**src/design/bsvg_pkg.sv**
```systemverilog
package bsvg_pkg;

   // volume extent per axis
   localparam int MAX_X = 64;
   localparam int MAX_Y = 64;
   localparam int MAX_Z = 64;

   localparam int X_W = $clog2(MAX_X);
   localparam int Y_W = $clog2(MAX_Y);
   localparam int Z_W = $clog2(MAX_Z);

   localparam int unsigned STORE_DEPTH = MAX_X * MAX_Y * MAX_Z;
   localparam int ADDR_W = $clog2(STORE_DEPTH);

   // item modes
   localparam logic [1:0] MODE_LOAD = 2'd0;
   localparam logic [1:0] MODE_DX   = 2'd1;
   localparam logic [1:0] MODE_DY   = 2'd2;
   localparam logic [1:0] MODE_DZ   = 2'd3;

   // register indexes
   localparam logic [2:0] CSR_ORIGIN_X = 3'd0;
   localparam logic [2:0] CSR_ORIGIN_Y = 3'd1;
   localparam logic [2:0] CSR_ORIGIN_Z = 3'd2;
   localparam logic [2:0] CSR_SIZE_X   = 3'd3;
   localparam logic [2:0] CSR_SIZE_Y   = 3'd4;
   localparam logic [2:0] CSR_SIZE_Z   = 3'd5;

   typedef enum logic [2:0] {
      ST_IDLE,
      ST_SETUP,
      ST_WEIGHT,
      ST_ACCUM,
      ST_FINISH
   } state_type;

   typedef struct packed {
      logic               start;
      logic               deriv;
      logic signed [18:0] d;
   } tap_req_type;

   typedef struct packed {
      logic               done;
      logic signed [31:0] w;
   } tap_rsp_type;

endpackage

```
**src/design/bsvg_tap.sv**
```systemverilog
module bsvg_tap (
   input  logic                 clock,
   input  logic                 reset,
   input  bsvg_pkg::tap_req_type tap_req,
   output bsvg_pkg::tap_rsp_type tap_rsp
);

   localparam logic [3:0] LAST = 4'd8;

   logic               busy_ff, done_ff;
   logic [3:0]         cnt_ff;
   logic signed [18:0] d_ff;
   logic               deriv_ff;
   logic [17:0]        a_ff;
   logic [16:0]        s_ff;
   logic               inner_ff, zero_ff, neg_ff;
   logic [32:0]        m1_ff;
   logic [48:0]        m2_ff;
   logic [35:0]        u_ff;
   logic [1:0]         rem_ff;

   logic [17:0]        a_in;
   logic [16:0]        s_in;
   logic [32:0]        m1_in;
   logic [48:0]        m2_in;
   logic signed [55:0] n_in;
   logic [35:0]        lin_in;
   logic [35:0]        u_in;
   logic [1:0]         rem_in;

   // magnitude, branch, first square and cube
   always_comb begin
      a_in  = d_ff[18] ? 18'(-d_ff) : 18'(d_ff);
      s_in  = (a_in < 18'd65536) ? 17'(a_in) : 17'(18'd131072 - a_in);
      m1_in = 33'(s_in) * 33'(s_in);
      m2_in = 49'(m1_ff) * 49'(s_ff);
   end

   // spline numerator, then scale down to a value divided by three
   always_comb begin
      logic signed [55:0] m1s, m2s, as, mag, t;
      m1s = signed'(56'(m1_ff));
      m2s = signed'(56'(m2_ff));
      as  = signed'(56'(a_ff));
      mag = '0;
      if (zero_ff) begin
         n_in = '0;
      end else if (inner_ff && !deriv_ff) begin
         n_in = (56'sd1 <<< 50) - 56'sd6 * (m1s <<< 16) + 56'sd3 * m2s;
      end else if (inner_ff) begin
         mag  = 56'sd9 * (m1s <<< 16) - 56'sd12 * (as <<< 32);
         n_in = neg_ff ? -mag : mag;
      end else if (!deriv_ff) begin
         n_in = m2s;
      end else begin
         mag  = -(56'sd3 * (m1s <<< 16));
         n_in = neg_ff ? -mag : mag;
      end
      t      = (n_in + 56'sd786432) >>> 19;
      lin_in = 36'(t + 56'sd51539607552);
   end

   // six quotient bits per cycle of the divide by three
   always_comb begin
      logic [1:0]  r;
      logic [2:0]  r3;
      logic [35:0] uu;
      logic        qb;
      r  = rem_ff;
      uu = u_ff;
      for (int k = 0; k < 6; k++) begin
         r3 = {r, uu[35]};
         qb = (r3 >= 3'd3);
         r  = qb ? 2'(r3 - 3'd3) : r3[1:0];
         uu = {uu[34:0], qb};
      end
      u_in   = uu;
      rem_in = r;
   end

   always_ff @(posedge clock) begin
      if (reset) begin
         busy_ff <= 1'b0;
         done_ff <= 1'b0;
         cnt_ff  <= '0;
      end else begin
         done_ff <= busy_ff && (cnt_ff == LAST);
         if (tap_req.start) begin
            busy_ff <= 1'b1;
            cnt_ff  <= '0;
         end else if (busy_ff) begin
            if (cnt_ff == LAST) busy_ff <= 1'b0;
            else cnt_ff <= cnt_ff + 4'd1;
         end
      end
   end

   always_ff @(posedge clock) begin
      if (tap_req.start) begin
         d_ff     <= tap_req.d;
         deriv_ff <= tap_req.deriv;
      end else if (busy_ff) begin
         case (cnt_ff)
            4'd0: begin
               a_ff     <= a_in;
               s_ff     <= s_in;
               m1_ff    <= m1_in;
               inner_ff <= (a_in < 18'd65536);
               zero_ff  <= (a_in >= 18'd131072);
               neg_ff   <= d_ff[18];
            end
            4'd1: m2_ff <= m2_in;
            4'd2: begin
               u_ff   <= lin_in;
               rem_ff <= 2'd0;
            end
            default: begin
               u_ff   <= u_in;
               rem_ff <= rem_in;
            end
         endcase
      end
   end

   assign tap_rsp.done = done_ff;
   assign tap_rsp.w    = signed'(32'(u_ff - 36'h4_0000_0000));

endmodule

```
**config.mk**
```make
export PLATFORM = sky130hd
export DESIGN_NAME = bsvg_tap
export DESIGN_NICKNAME = d
export VERILOG_FILES = /design/src/design/bsvg_pkg.sv /design/src/design/bsvg_tap.sv
export SDC_FILE = /design/constraint.sdc
export NUM_CORES = 2
export LEC_CHECK = 0
export CAP_MARGIN = 5
export CELL_PAD_IN_SITES_DETAIL_PLACEMENT = 0
export CELL_PAD_IN_SITES_GLOBAL_PLACEMENT = 1
export CORE_ASPECT_RATIO = 1.4
export CORE_MARGIN = 2
export CORE_UTILIZATION = 47
export DETAILED_ROUTE_END_ITERATION = 12
export DONT_BUFFER_PORTS = 1
export PLACE_DENSITY_LB_ADDON = 0.1
export SLEW_MARGIN = 20
export SYNTH_ARGS = -nofsm -noshare
export SYNTH_HDL_FRONTEND = slang
export SYNTH_SLANG_ARGS = --single-unit
```
**constraint.sdc**
```tcl
create_clock -name clock -period 9.7 [get_ports clock]
set_clock_uncertainty 0.15 [all_clocks]
set_input_delay 1.455 -clock clock [delete_from_list [all_inputs] [get_ports clock]]
set_output_delay 1.455 -clock clock [all_outputs]
set_load 0.02 [all_outputs]
```
# ---- Word-level counts from Yosys, hierarchy flattened
# Index checks and enable logic that the tools add are counted.
dict set report op_classes {
  n_lt_le_gt_ge 8
  div 0
  add_sub_neg 18
  multipliers 7
  n_reduce_logical 10
  n_eq_ne 3
  bitwise 3
  shift 0
  mux 19
}
# op n
set op_table {}
lappend op_table {{55-bit 2-to-1 mux} 6}
lappend op_table {{55-bit negation} 2}
lappend op_table {{36-bit one-hot mux with 2 select lines} 1}
lappend op_table {{2-bit by 33-bit multiplier with 35-bit output, first input constant} 2}
lappend op_table {{55-bit by 21-bit adder with 55-bit output, second input constant} 1}
lappend op_table {{51-bit negation with 55-bit output} 1}
lappend op_table {{53-bit by 54-bit subtractor with 55-bit output} 1}
lappend op_table {{53-bit by 52-bit adder with 54-bit output} 1}
lappend op_table {{51-bit by 52-bit subtractor with 53-bit output, first input constant} 1}
lappend op_table {{2-bit by 49-bit multiplier with 51-bit output, first input constant} 1}
lappend op_table {{33-bit by 17-bit multiplier with 49-bit output} 1}
lappend op_table {{4-bit by 33-bit multiplier with 37-bit output, first input constant} 1}
lappend op_table {{36-bit by 35-bit adder with 36-bit output, second input constant} 1}
lappend op_table {{17-bit by 17-bit multiplier with 33-bit output} 1}
lappend op_table {{32-bit by 1-bit subtractor with 32-bit output, second input constant} 1}
lappend op_table {{2-bit by 18-bit multiplier with 20-bit output, first input constant} 1}
lappend op_table {{18-bit >= comparator, second input constant} 1}
lappend op_table {{3-bit by 2-bit >= comparator with 1-bit output, second input constant} 6}
lappend op_table {{18-bit by 17-bit < comparator with 1-bit output, second input constant} 1}
lappend op_table {{18-bit 2-to-1 mux} 1}
lappend op_table {{18-bit negation} 1}
lappend op_table {{17-bit 2-to-1 mux} 1}
lappend op_table {{1-bit by 17-bit subtractor with 17-bit output, first input constant} 1}
lappend op_table {{2-bit 2-to-1 mux} 6}
lappend op_table {{other kinds (14)} 27}
dict set report word_totals {
  register_bits 184
  latch_bits 0
  n_memories 0
  elab_cells 82
  mem_bits_ro 0
  inputBits 23
  mem_bits_rw 0
  out_inout_bits 33
}

# ---- Longest topological paths before layout
dict set report depth {
  depth_word 13
  depth_mapped 43
  depth_no_buf 42
}

# ---- Worst setup path after synthesis
# OpenSTA, ideal clock, no wires.
dict set report synth_timing {
  kind {reg-to-reg}
  startpoint {reg d_ff[0]}
  endpoint {reg m1_ff[29] (data pin)}
  t_required_ns 9.292
  period_less_slack_ns 9.437
  path_stages_with_launch 37
  setup_ns 0.258
  path_buffers 1
  setup_slack_ns 0.263
  t_arrival_ns 9.030
  cell_sequence {edfxtp_1 > or3_1 > or4_1 > nor2_1 > nand2_1 > o31ai_1 > xnor2_1 > or2_2 > clkbuf_1 > clkinv_1 > or2_2 > xnor2_1 > clkinv_1 > nand2_1 > inv_1 > fa_1 > inv_1 > fa_1 > inv_1 > fa_1 > fa_1 > inv_1 > fa_1 > inv_1 > fa_1 > ha_1 > nand2_1 > o21ai_0 > nand4_1 > a31oi_1 > a41o_1 > nor4_1 > nor3_1 > a31o_2 > a21o_1 > a21oi_1 > xnor2_1}
}
dict set report synth_between {
  elab_chain_cells 5
  word_cells_on_any_way 6
  classes_between {add/sub: 2; mul: 1; order compare: 1; mux: 2}
}
# element line_no
set synth_lines {}
lappend synth_lines {{start, declared} bsvg_tap.sv:12} ;# logic signed [18:0] d_ff;
lappend synth_lines {{start signal, assigned} bsvg_tap.sv:100} ;# d_ff <= tap_req.d;
lappend synth_lines {{18-bit negation} bsvg_tap.sv:33} ;# a_in = d_ff[18] ? 18'(-d_ff) : 18'(d_ff);
lappend synth_lines {{18-bit 2-to-1 mux} bsvg_tap.sv:33}
lappend synth_lines {{named net a_in[17]} bsvg_tap.sv:22} ;# logic [17:0] a_in;
lappend synth_lines {{18-bit by 17-bit < comparator with 1-bit output} bsvg_tap.sv:34} ;# s_in = (a_in < 18'd65536) ? 17'(a_in) : 17'(18'd131072 - a_in);
lappend synth_lines {{17-bit 2-to-1 mux} bsvg_tap.sv:34}
lappend synth_lines {{named net s_in[9]} bsvg_tap.sv:23} ;# logic [16:0] s_in;
lappend synth_lines {{17-bit by 17-bit multiplier with 33-bit output} bsvg_tap.sv:35} ;# m1_in = 33'(s_in) * 33'(s_in);
lappend synth_lines {{named net m1_in[29]} bsvg_tap.sv:24} ;# logic [32:0] m1_in;
lappend synth_lines {{end signal, assigned} bsvg_tap.sv:107} ;# m1_ff <= m1_in;
lappend synth_lines {{end, declared} bsvg_tap.sv:17} ;# logic [32:0] m1_ff;
# The timed path passes the listed nets, and every way through them passes these cells.
# A chain may end at the register's enable or synchronous reset.

# ---- Worst setup path after layout
dict set report layout_timing {
  startpoint {reg d_ff[1]}
  endpoint {reg m1_ff[30] (data pin)}
}
dict set report layout_between {
  elab_chain_cells 5
  word_cells_on_any_way 6
  classes_between {add/sub: 2; mul: 1; order compare: 1; mux: 2}
}
# element line_no
set layout_lines {}
lappend layout_lines {{18-bit negation} bsvg_tap.sv:33}
lappend layout_lines {{18-bit 2-to-1 mux (*)} bsvg_tap.sv:33}
lappend layout_lines {{1-bit by 17-bit subtractor with 17-bit output or 18-bit by 17-bit < comparator with 1-bit output (tied branches)} bsvg_tap.sv:34}
lappend layout_lines {{17-bit 2-to-1 mux (*)} bsvg_tap.sv:34}
lappend layout_lines {{17-bit by 17-bit multiplier with 33-bit output (*)} bsvg_tap.sv:35}
lappend layout_lines {{named net m1_in[30]} bsvg_tap.sv:24}
# Mark *: on every way through the listed nets, which the timed path passes. The rest lies on a longest branch.

==> summary.log <==
[floorplanning] num rows 134
[sta] Max Fclk 108 MHz
[routing] DRC marker count from the first detailed-route iteration 1,725
[finish] proportion of layout cells with a drive suffix above 1 0.0609
[finish] multi-input gate area in the final layout 35,700 µm²
[floorplanning] area of the core region 95,200 µm²
[finish] net total in the final layout 6,335
[setup_path] number of buffer and inverter stages on the critical path 11
[routing] Routed wire per std cell 21.6 µm
[setup_path] kind of start point of the critical path flop
[synthesis] top cell type by total area after synthesis sky130_fd_sc_hd__fa_1
[finish] post-synthesis to final-layout area growth 6.08%
[cts] number of H-tree branching levels 4
[routing] number of vias per cell 5.66
[setup_path] highest fanout seen on the critical path 10
[cts] TritonCTS clock tree done
[cts] clock root buffer sky130_fd_sc_hd__clkbuf_16
[routing] Routed Antenna Nets 0
[synthesis] portion of netlist area occupied by mux cells 0.00716
[synthesis] largest family of logic cells by synthesized area adder cells
[sta] Worst Tran Pin Value 0.933 ns
[floorplanning] IO Count 56
[global_route] antenna violations before repair 1
[setup_path] highest-delay cell along the critical path sky130_fd_sc_hd__or4_1
[setup_path] category of the critical setup timing path flop to flop
[synthesis] synthesized-area fraction occupied by ao, oa, aoi and oai cells 0.131
[sta] Setup Viol. Count Final 0
[placed_design] worst slack at placement 0.0367 ns
[global_route] via count of the first global-routing pass 38.8k
[synthesis] prevailing post-synth register cell sky130_fd_sc_hd__edfxtp_1
[synthesis] fraction of synthesized cell area in xor and xnor cells 0.0629
[floorplanning] die area 98,500 µm²
[routing] DRC Markers 0
[sta] setup_tns 0 ns
[routing] first drt pass iteration count 7
[synthesis] fraction of the mapped netlist area in simple logic gates 0.174
[sta] total count of max-transition violations in the final report 0
[outcome] outcome completed
[synthesis] Mapped Avg Cell Area 8.64 µm²
[setup_path] CP Data Arrival Time 9.39 ns
[cts] CTS Hold Buffers Added 0
[finish] filler cell count in the final layout 9,340
[setup_path] family of cells with the greatest summed delay on the critical path adder cells
[synthesis] Syn. warnings 0
[sta] Hold Violations, Final 0
[synthesis] EDFF count, synth 175
[sta] Min Clock Period, post-route 9.22 ns
[sta] Slew headroom 0.374
[synthesis] number of flip-flops and latches in the synthesized netlist 181
[synthesis] adder and majority gate portion of the synthesized area 0.413
[synthesis] synthesized cell area 45,100 µm²
[sta] post-route clock period utilization 0.951
[worst_hold_path] classification of the worst-slack hold path flop to flop
[global_route] overall global routing resource usage 0.291
[floorplanning] vertical die dimension 371 µm
[setup_path] Crit path largest cell delay 0.57 ns
[flow_run] max_cap viols 0
[placed_design] I/O Buffers 0
[global_route] pin count of the biggest net entering global routing 58
[global_route] first-pass GRT wire length 218 mm
[synthesis] number of different library cells in the post-synthesis netlist 116
[routing] total wire length 139 mm
[cts] CTS buffer count 17
[cts] largest buffer count on any clock path 2
[synthesis] part of the Yosys area used for sequential elements 0.119
[sta] worst-case hold slack 0.384 ns
[synthesis] share of the synthesized area in the top cell type 0.288
[synthesis] largest cells by area after synthesis sky130_fd_sc_hd__fa_1 (29%), sky130_fd_sc_hd__ha_1 (13%), sky130_fd_sc_hd__edfxtp_1 (12%)
[synthesis] fraction of registers with async set/reset 0
[floorplanning] die span in x 266 µm
[sta] post-layout worst setup margin 0.476 ns
[cts] insertion delay to the later sink of the worst-skew pair 0.55 ns
[cts] number of sinks on the clock net 181
[cts] clock transition at the registers of the reported paths 0.10 ns
[synthesis] Syn Inst Count 5,221
[placed_design] weighted congestion reported at the end of routability-driven placement 0.909
[global_route] global route overflow 0
[floorplanning] initial core utilization 0.474
[placed_design] DP HPWL 116 mm
[setup_path] required time of the critical path 9.87 ns
[finish] combined flip-flop and latch cell area 5380 µm²
[setup_path] most numerous cell on the critical path sky130_fd_sc_hd__inv_1
[routing] Via Count 36.5k
[setup_path] CP endpoint kind flop
==> state kept, by name, summed over array words and instances (netlist names), 2 cells and up <==
| register | count |
|---|---|
| m2_ff | 49 |
| d_ff | 19 |
| u_ff | 36 |
| rem_ff | 2 |
| a_ff | 18 |
| s_ff | 16 |
| cnt_ff | 4 |
| m1_ff | 31 |
==> per-layer routing <==
metal | up-vias | GRT usage | wire [µm]
met2 | 817 | 0.551 | 74400
met4 | 2 | 0.136 | 7200
met5 | - | 0 | 7
met3 | 248 | 0.0267 | 4580
li1 | 17100 | - | -
met1 | 18300 | 0.325 | 53200
==> logic make-up (layout without fill, tap and decap cells) <==
| logic type | Yosys count | in the layout |
|---|---|---|
| other | 2 | 9 |
| multiplexers | 30 | 30 |
| flip-flops | 181 | 181 |
| AND/OR/NAND/NOR | 1639 | 1639 |
| AO/OA/AOI/OAI | 882 | 882 |
| buffers and inverters | 1062 | 1059 |
| adder cells (fa/ha/maj) | 1101 | 1101 |
| XOR/XNOR | 324 | 324 |
==> area by class of cell <==
class                   instances  share of cell area
diodes                          1           0.0000523
repair buffers                179              0.0291
well taps                    1224              0.0320
flip-flops and latches        181               0.112
multi-input cells            3984               0.747
clock buffers                  17             0.00889
inverters                     848              0.0666
clock inverters                15             0.00416
==> placed cells by master (no fill, tap or decap), types with 99 or more instances in the layout <==
cell type | netlist | routed
sky130_fd_sc_hd__nor2_1 | 288 | 286
sky130_fd_sc_hd__o21ai_0 | 181 | 175
sky130_fd_sc_hd__edfxtp_1 | 175 | 175
sky130_fd_sc_hd__nand2_1 | 681 | 679
sky130_fd_sc_hd__ha_1 | 452 | 452
sky130_fd_sc_hd__buf_4 | 33 | 175
sky130_fd_sc_hd__xor2_1 | 101 | 99
sky130_fd_sc_hd__inv_1 | 834 | 830
sky130_fd_sc_hd__and2_1 | 174 | 172
sky130_fd_sc_hd__a21oi_1 | 207 | 207
sky130_fd_sc_hd__xnor2_1 | 223 | 219
sky130_fd_sc_hd__fa_1 | 649 | 649
==> cells in the mapped netlist (36+ instances only) <==
master                       n
sky130_fd_sc_hd__a211oi_1   41
sky130_fd_sc_hd__a21o_1     84
sky130_fd_sc_hd__a21oi_1   207
sky130_fd_sc_hd__and2_1    174
sky130_fd_sc_hd__and3_1     41
sky130_fd_sc_hd__clkbuf_1  165
sky130_fd_sc_hd__edfxtp_1  175
sky130_fd_sc_hd__fa_1      649
sky130_fd_sc_hd__ha_1      452
sky130_fd_sc_hd__inv_1     834
sky130_fd_sc_hd__nand2_1   681
sky130_fd_sc_hd__nand2b_1   43
sky130_fd_sc_hd__nand3_1    78
sky130_fd_sc_hd__nor2_1    288
sky130_fd_sc_hd__nor3_1     96
sky130_fd_sc_hd__o21ai_0   181
sky130_fd_sc_hd__o31ai_1    36
sky130_fd_sc_hd__or3_1      39
sky130_fd_sc_hd__xnor2_1   223
sky130_fd_sc_hd__xor2_1    101
==> path summary, 6_finish.rpt <==
| path | start | to | slack, ns | depth (start not counted) |
|---|---|---|---|---|
| max | d_ff[1] | m1_ff[30] | 0.48 | 37 |
| min | cnt_ff[3] | done_ff | 0.38 | 2 |
| max reg2reg | d_ff[1] | m1_ff[30] | 0.48 | 37 |
| min reg2reg | cnt_ff[3] | done_ff | 0.38 | 2 |
==> timing repair <==
item	in CTS	in global routing
pin swaps	1	7
endpoints found under the setup margin	3	13
hold endpoints to repair	0	0
buffers inserted	2	2
resized for setup	1	40
==> per-stage QoR <==
step | cell area [µm²] | util | cells
finish | 47800 | 0.502 | 6449
global placement | 47100 | 0.494 | 6412
floorplan | 45100 | - | 5227
detailed placement | 47100 | 0.494 | 6412
global route | 47800 | 0.502 | 6448
CTS | 47700 | 0.501 | 6446
==> worst min-delay path, stage by stage, from the launching register on <==
cell and delay [ns]:
sky130_fd_sc_hd__dfxtp_1 0.34, sky130_fd_sc_hd__nand2_1 0.09, sky130_fd_sc_hd__nor4b_1 0.06
Power is left out: the tool's default activity adds up to more than one toggle a clock period on the data nets, which glitch-free logic cannot reach.
